**src/rtl/ssd_pkg.sv**
```systemverilog
// Shared types and constants for the staggered stencil derivative core.
`default_nettype none

package ssd_pkg;

    // Word format of every field and of the result.
    localparam int DATA_WIDTH = 32;
    localparam int FRAC_BITS  = 16;

    // Product operands hold the widest stencil combination (5 extra bits).
    localparam int OP_W   = DATA_WIDTH + 5;
    localparam int PROD_W = 2 * OP_W;
    // Numerator width; arithmetic wraps modulo 2^128 beyond that.
    localparam int NUM_W  = (PROD_W + 1 > 128) ? 128 : PROD_W + 1;
    // Magnitude width handled by the divide-by-three and saturation stages.
    localparam int QW     = DATA_WIDTH + 1;
    localparam int SH_W   = $clog2(FRAC_BITS + 7);

    // Reciprocal of three: floor(2^RECIP_S / 3), exact to one unit below QW bits.
    localparam int RECIP_S = QW;
    localparam logic [QW:0] RECIP_TWO_S = (QW + 1)'(1) << RECIP_S;
    localparam logic [QW:0] RECIP_FULL  = RECIP_TWO_S / 3;
    localparam logic [DATA_WIDTH-1:0] RECIP_K = RECIP_FULL[DATA_WIDTH-1:0];

    // Right-shift amounts that undo the fixed-point and constant scaling.
    localparam logic [SH_W-1:0] SH_NONE = SH_W'(0);
    localparam logic [SH_W-1:0] SH_HALF = SH_W'(1);
    localparam logic [SH_W-1:0] SH_C4   = SH_W'(3);
    localparam logic [SH_W-1:0] SH_PROD = SH_W'(FRAC_BITS);
    localparam logic [SH_W-1:0] SH_U2   = SH_W'(FRAC_BITS + 1);
    localparam logic [SH_W-1:0] SH_VC2  = SH_W'(FRAC_BITS + 2);
    localparam logic [SH_W-1:0] SH_VC4  = SH_W'(FRAC_BITS + 6);

    typedef enum logic [3:0] {
        M_DDX_C2   = 4'd0,
        M_DDX_C4   = 4'd1,
        M_D2DX2_C2 = 4'd2,
        M_VDDX_U1  = 4'd3,
        M_VDDX_U2  = 4'd4,
        M_VDDX_C2  = 4'd5,
        M_VDDX_C4  = 4'd6,
        M_FDDX_U1  = 4'd7,
        M_FDDX_U2  = 4'd8
    } t_method;

    typedef struct packed {
        logic signed [DATA_WIDTH-1:0] f_mm;
        logic signed [DATA_WIDTH-1:0] f_m;
        logic signed [DATA_WIDTH-1:0] f_c;
        logic signed [DATA_WIDTH-1:0] f_p;
        logic signed [DATA_WIDTH-1:0] f_pp;
        logic signed [DATA_WIDTH-1:0] v_mm;
        logic signed [DATA_WIDTH-1:0] v_m;
        logic signed [DATA_WIDTH-1:0] v_p;
        logic signed [DATA_WIDTH-1:0] v_pp;
    } t_in;

    typedef struct packed {
        logic signed [DATA_WIDTH-1:0] deriv_out;
        logic                         saturated;
    } t_out;

    // Per-item scaling that travels alongside the numerator.
    typedef struct packed {
        logic [SH_W-1:0] sh;
        logic            div3;
    } t_ctl;

endpackage

`default_nettype wire

```
**src/rtl/ssd_prod.sv**
```systemverilog
// Two-stage signed multiplier that splits the second operand into halves.
`default_nettype none

module ssd_prod
    import ssd_pkg::*;
#(
    parameter int AW = 37,
    parameter int BW = 37
) (
    input  wire logic                  i_clk,
    input  wire logic                  i_en,
    input  wire logic signed [AW-1:0]  i_a,
    input  wire logic signed [BW-1:0]  i_b,
    output logic signed [AW+BW-1:0]    o_p
);

    localparam int LB    = BW / 2;
    localparam int HB    = BW - LB;
    localparam int PLO_W = AW + LB + 1;
    localparam int PHI_W = AW + HB;
    localparam int PW    = AW + BW;

    logic signed [LB:0]      b_lo;
    logic signed [HB-1:0]    b_hi;
    logic signed [PLO_W-1:0] n_lo;
    logic signed [PHI_W-1:0] n_hi;
    logic signed [PLO_W-1:0] r_lo;
    logic signed [PHI_W-1:0] r_hi;
    logic signed [PW-1:0]    n_p;

    // The low half is unsigned, the high half carries the sign.
    assign b_lo = $signed({1'b0, i_b[LB-1:0]});
    assign b_hi = i_b[BW-1:LB];
    assign n_lo = PLO_W'(i_a) * PLO_W'(b_lo);
    assign n_hi = PHI_W'(i_a) * PHI_W'(b_hi);
    assign n_p  = (PW'(r_hi) <<< LB) + PW'(r_lo);

    always_ff @(posedge i_clk) begin
        if (i_en) begin
            r_lo <= n_lo;
            r_hi <= n_hi;
            o_p  <= n_p;
        end
    end

endmodule

`default_nettype wire

```
**config.mk**
```make
export PLATFORM = sky130hd
export DESIGN_NAME = ssd_prod
export DESIGN_NICKNAME = d
export VERILOG_FILES = /design/src/rtl/ssd_pkg.sv /design/src/rtl/ssd_prod.sv
export SDC_FILE = /design/constraint.sdc
export NUM_CORES = 2
export LEC_CHECK = 0
export ABC_AREA = 1
export BUFFER_PORTS_ARGS = -buffer_cell sky130_fd_sc_hd__buf_2
export CORE_ASPECT_RATIO = 2
export CORE_UTILIZATION = 35
export DETAILED_ROUTE_END_ITERATION = 12
export PLACE_DENSITY = 0.58
export SLEW_MARGIN = 20
export SYNTH_ARGS = -nofsm -noshare
export SYNTH_HDL_FRONTEND = slang
export SYNTH_SLANG_ARGS = --single-unit
```
**constraint.sdc**
```tcl
create_clock -name i_clk -period 8.37 [get_ports i_clk]
set_input_delay 0.837 -clock i_clk [delete_from_list [all_inputs] [get_ports i_clk]]
set_output_delay 0.837 -clock i_clk [all_outputs]
set_load 0.005 [all_outputs]
```
==> results.toml <==
[status]
status = "finished, final reports clean"

[global_routing]
grt_overflow = 0
grt_first_pass_wirelength_mm = 329
antenna_found_initial = 14
grtUsageTotal_pct = 25.1
grt_pass1_vias = 55800
grt_max_degree = 73

[layout]
finalNetCount = 9697
drive_gt1_share_pct = 5.31
n_fill_cell = 18100
fin_cells = 10300
fin_util_pct = 37.7
areaGrowthSynthToFinish_pct = 6.77

[logic_synthesis]
ys_async_sr_fraction_pct = 0
syn_nets = 9729
syn_area_mm2 = 0.0611
syn_inst = 7999
ys_seq_area_share_pct = 9.13
yosysWarnings = 0
synth_edf_count = 186
avgSynthCellArea_um2 = 7.64
ys_types = 38
synth_seq_cells = 186
ys.flop_type = "edfxtp_1"

[cts]
clkTransAtPathRegs_ps = 70
numCtsBuffers = 25
tritoncts = "done"
ctsHtreeMaxLevel = 4
clk_latency_ps = 550
root_buffer = "clkbuf_16"
cts-hold-fix-buffers = 0
post_cts.repair.setup_buffers = 0
cts_sinks = 186
cts.path.max_buffers = 3
cts_resized = 0

[setup_path]
crit_path_frequent_cell = "fa_1"
reg2reg_slack_ps = 5280
path_class = "input port to flop"
required_ps = 8660
arrival_ps = 7560
crit_fanout = 20
cpMaxStageDelayCell = "fa_1"
cp_num_buf_inv = 4
max_stage_delay_ps = 900
endpoint_kind = "flop"
startpoint_type = "input port"
critPathTopFamily = "adder cells"
path_cells = "buf_2 -> nand2_1 -> inv_1 -> fa_1 -> fa_1 -> fa_1 -> inv_1 -> fa_1 -> inv_1 -> fa_1 -> fa_1 -> ha_1 -> ha_1 -> nand3_1 -> nor2_1 -> and2_1 -> nand3_1 -> nand4_1 -> nand2_1"

[worst_hold_path]
hold_path.class = "flop to flop"

[timing]
relSlewSlack_pct = 20.5
grt_setup_unrepaired = "false"
fin_crit_sh_pct = 86.9
max_freq_mhz = 138
slew_violations = 0
tns_ps = 0
finalSetupViolations = 0
finalHoldViolCount = 0
fin_crit_ps = 7270
fin_skew_ps = 23.3
max_slew.worst_pin.slew_ps = 1190

[place]
dpl.hpwl_mm = 181
gp_congestion = 1.03
place_inst = 10200
io_buffers = 149

[route]
vias = 49800
dr.first_iter.drc_count = 2734
wirelength_mm = 216
drt-wirelength-per-cell_um = 21.0
first_pass_iters = 5
routed_via_density = 4.85
post-route-drc-count = 0
ant_nets = 0

[floorplanning]
die_area_mm2 = 0.176
core_mm2 = 0.173
fp.dieH_um = 593
row_count = 216
die_w_um = 298
initial_core_util_pct = 35.3
pin_count = 150

[run]
cap_violations = 0
==> worst reg2reg max path, delay by kind of cell, from the launching register on <==
| kind | cells | cell delay (ps) |
|---|---|---|
| simple gates | 7 | 700 |
| buf+inv | 1 | 50 |
| compound gates | 2 | 1020 |
| fa+ha+maj | 1 | 480 |
| flops | 1 | 570 |
==> kinds of logic after synthesis <==
kind of cell / Yosys count / synth area share, %
simple gates: 3153 / 20.9
buf+inv: 2657 / 16.3
fa+ha+maj: 1654 / 50.0
compound gates: 250 / 2.27
flops: 186 / 9.14
xor+xnor: 99 / 1.42
==> Yosys cell counts (2+ instances only) <==
library cell | number | area (µm²)
clkbuf_1 | 128 | 480
nor3_2 | 9 | 90.1
nand2_2 | 41 | 257
a21boi_0 | 2 | 15.0
nand3b_1 | 8 | 60.1
nand4_1 | 50 | 313
edfxtp_1 | 186 | 5590
o21ai_1 | 7 | 35.0
xor2_1 | 89 | 780
or2_2 | 7 | 43.8
and3_1 | 6 | 37.5
nand3_1 | 154 | 771
nor3_1 | 23 | 115
and2_1 | 8 | 50.1
ha_1 | 341 | 4270
nand2_1 | 2494 | 9360
nand3_2 | 17 | 170
nor2_4 | 9 | 101
fa_1 | 1313 | 26300
o21ai_0 | 43 | 215
o21a_1 | 3 | 22.5
xnor2_1 | 10 | 87.6
inv_2 | 9 | 33.8
a21o_1 | 3 | 22.5
a21oi_2 | 4 | 35.0
nor2_1 | 264 | 991
inv_1 | 2352 | 8830
nor2_2 | 56 | 350
nor4_1 | 4 | 25.0
a21oi_1 | 148 | 741
buf_1 | 167 | 627
o21bai_1 | 38 | 285
==> registers in the layout, summed over array words and instances, names as in the netlist <==
| name | count |
|---|---|
| o_p | 74 |
| r_hi | 56 |
| r_lo | 56 |
==> worst paths after layout <==
kind / start / endpoint / cells after the start
worst min-delay path: r_lo[3] / o_p[3] / 0
worst max register to register: r_lo[39] / o_p[56] / 11
worst max-delay path: i_a[36] / r_hi[45] / 19
worst min register to register: r_lo[3] / o_p[3] / 0
==> layout by cell type, fill, tap and decap left out, drive strengths merged, types with 4 or more instances in the layout <==
master,instances
xnor2,10
nor3,33
nor4,5
nor2,329
nand4,50
nand3,171
nand3b,8
edfxtp,186
diode,4
and3,6
o21bai,38
o21ai,51
ha,341
fa,1313
inv,2361
xor2,89
nand2,2535
or2,7
buf,235
clkbuf,27
a21oi,152
and2,8
==> stage by stage <==
step                      instance area [µm²]  setup WS (ps)  hold WS, ps
after global placement                  64500            525          401
final                                   65300           1100          419
after global routing                    65300            830          432
after CTS                               65300           1150          419
after detailed placement                64500            571          405
after floorplan                         61100           1670          400
==> final cells by class <==
class | instances | area [µm²] | share of cell area (%)
multi-input cells | 5156 | 45600 | 69.8
inverters | 2362 | 8870 | 13.6
flip-flops and latches | 186 | 5590 | 8.56
well taps | 2289 | 2860 | 4.39
repair buffers | 236 | 1630 | 2.50
clock buffers | 26 | 629 | 0.964
clock inverters | 6 | 108 | 0.165
diodes | 4 | 10.0 | 0.0153
==> metal layers <==
metal	vias up	GRT usage, %	part of all wire (%)
met4	16	17.0	7.7
li1	22500	-	-
met1	25000	25.1	34
met2	1657	48.6	54
met5	-	0	0.036
met3	647	2.18	4.1
Power is left out: the tool's default activity adds up to more than one toggle a clock period on the data nets, which glitch-free logic cannot reach.
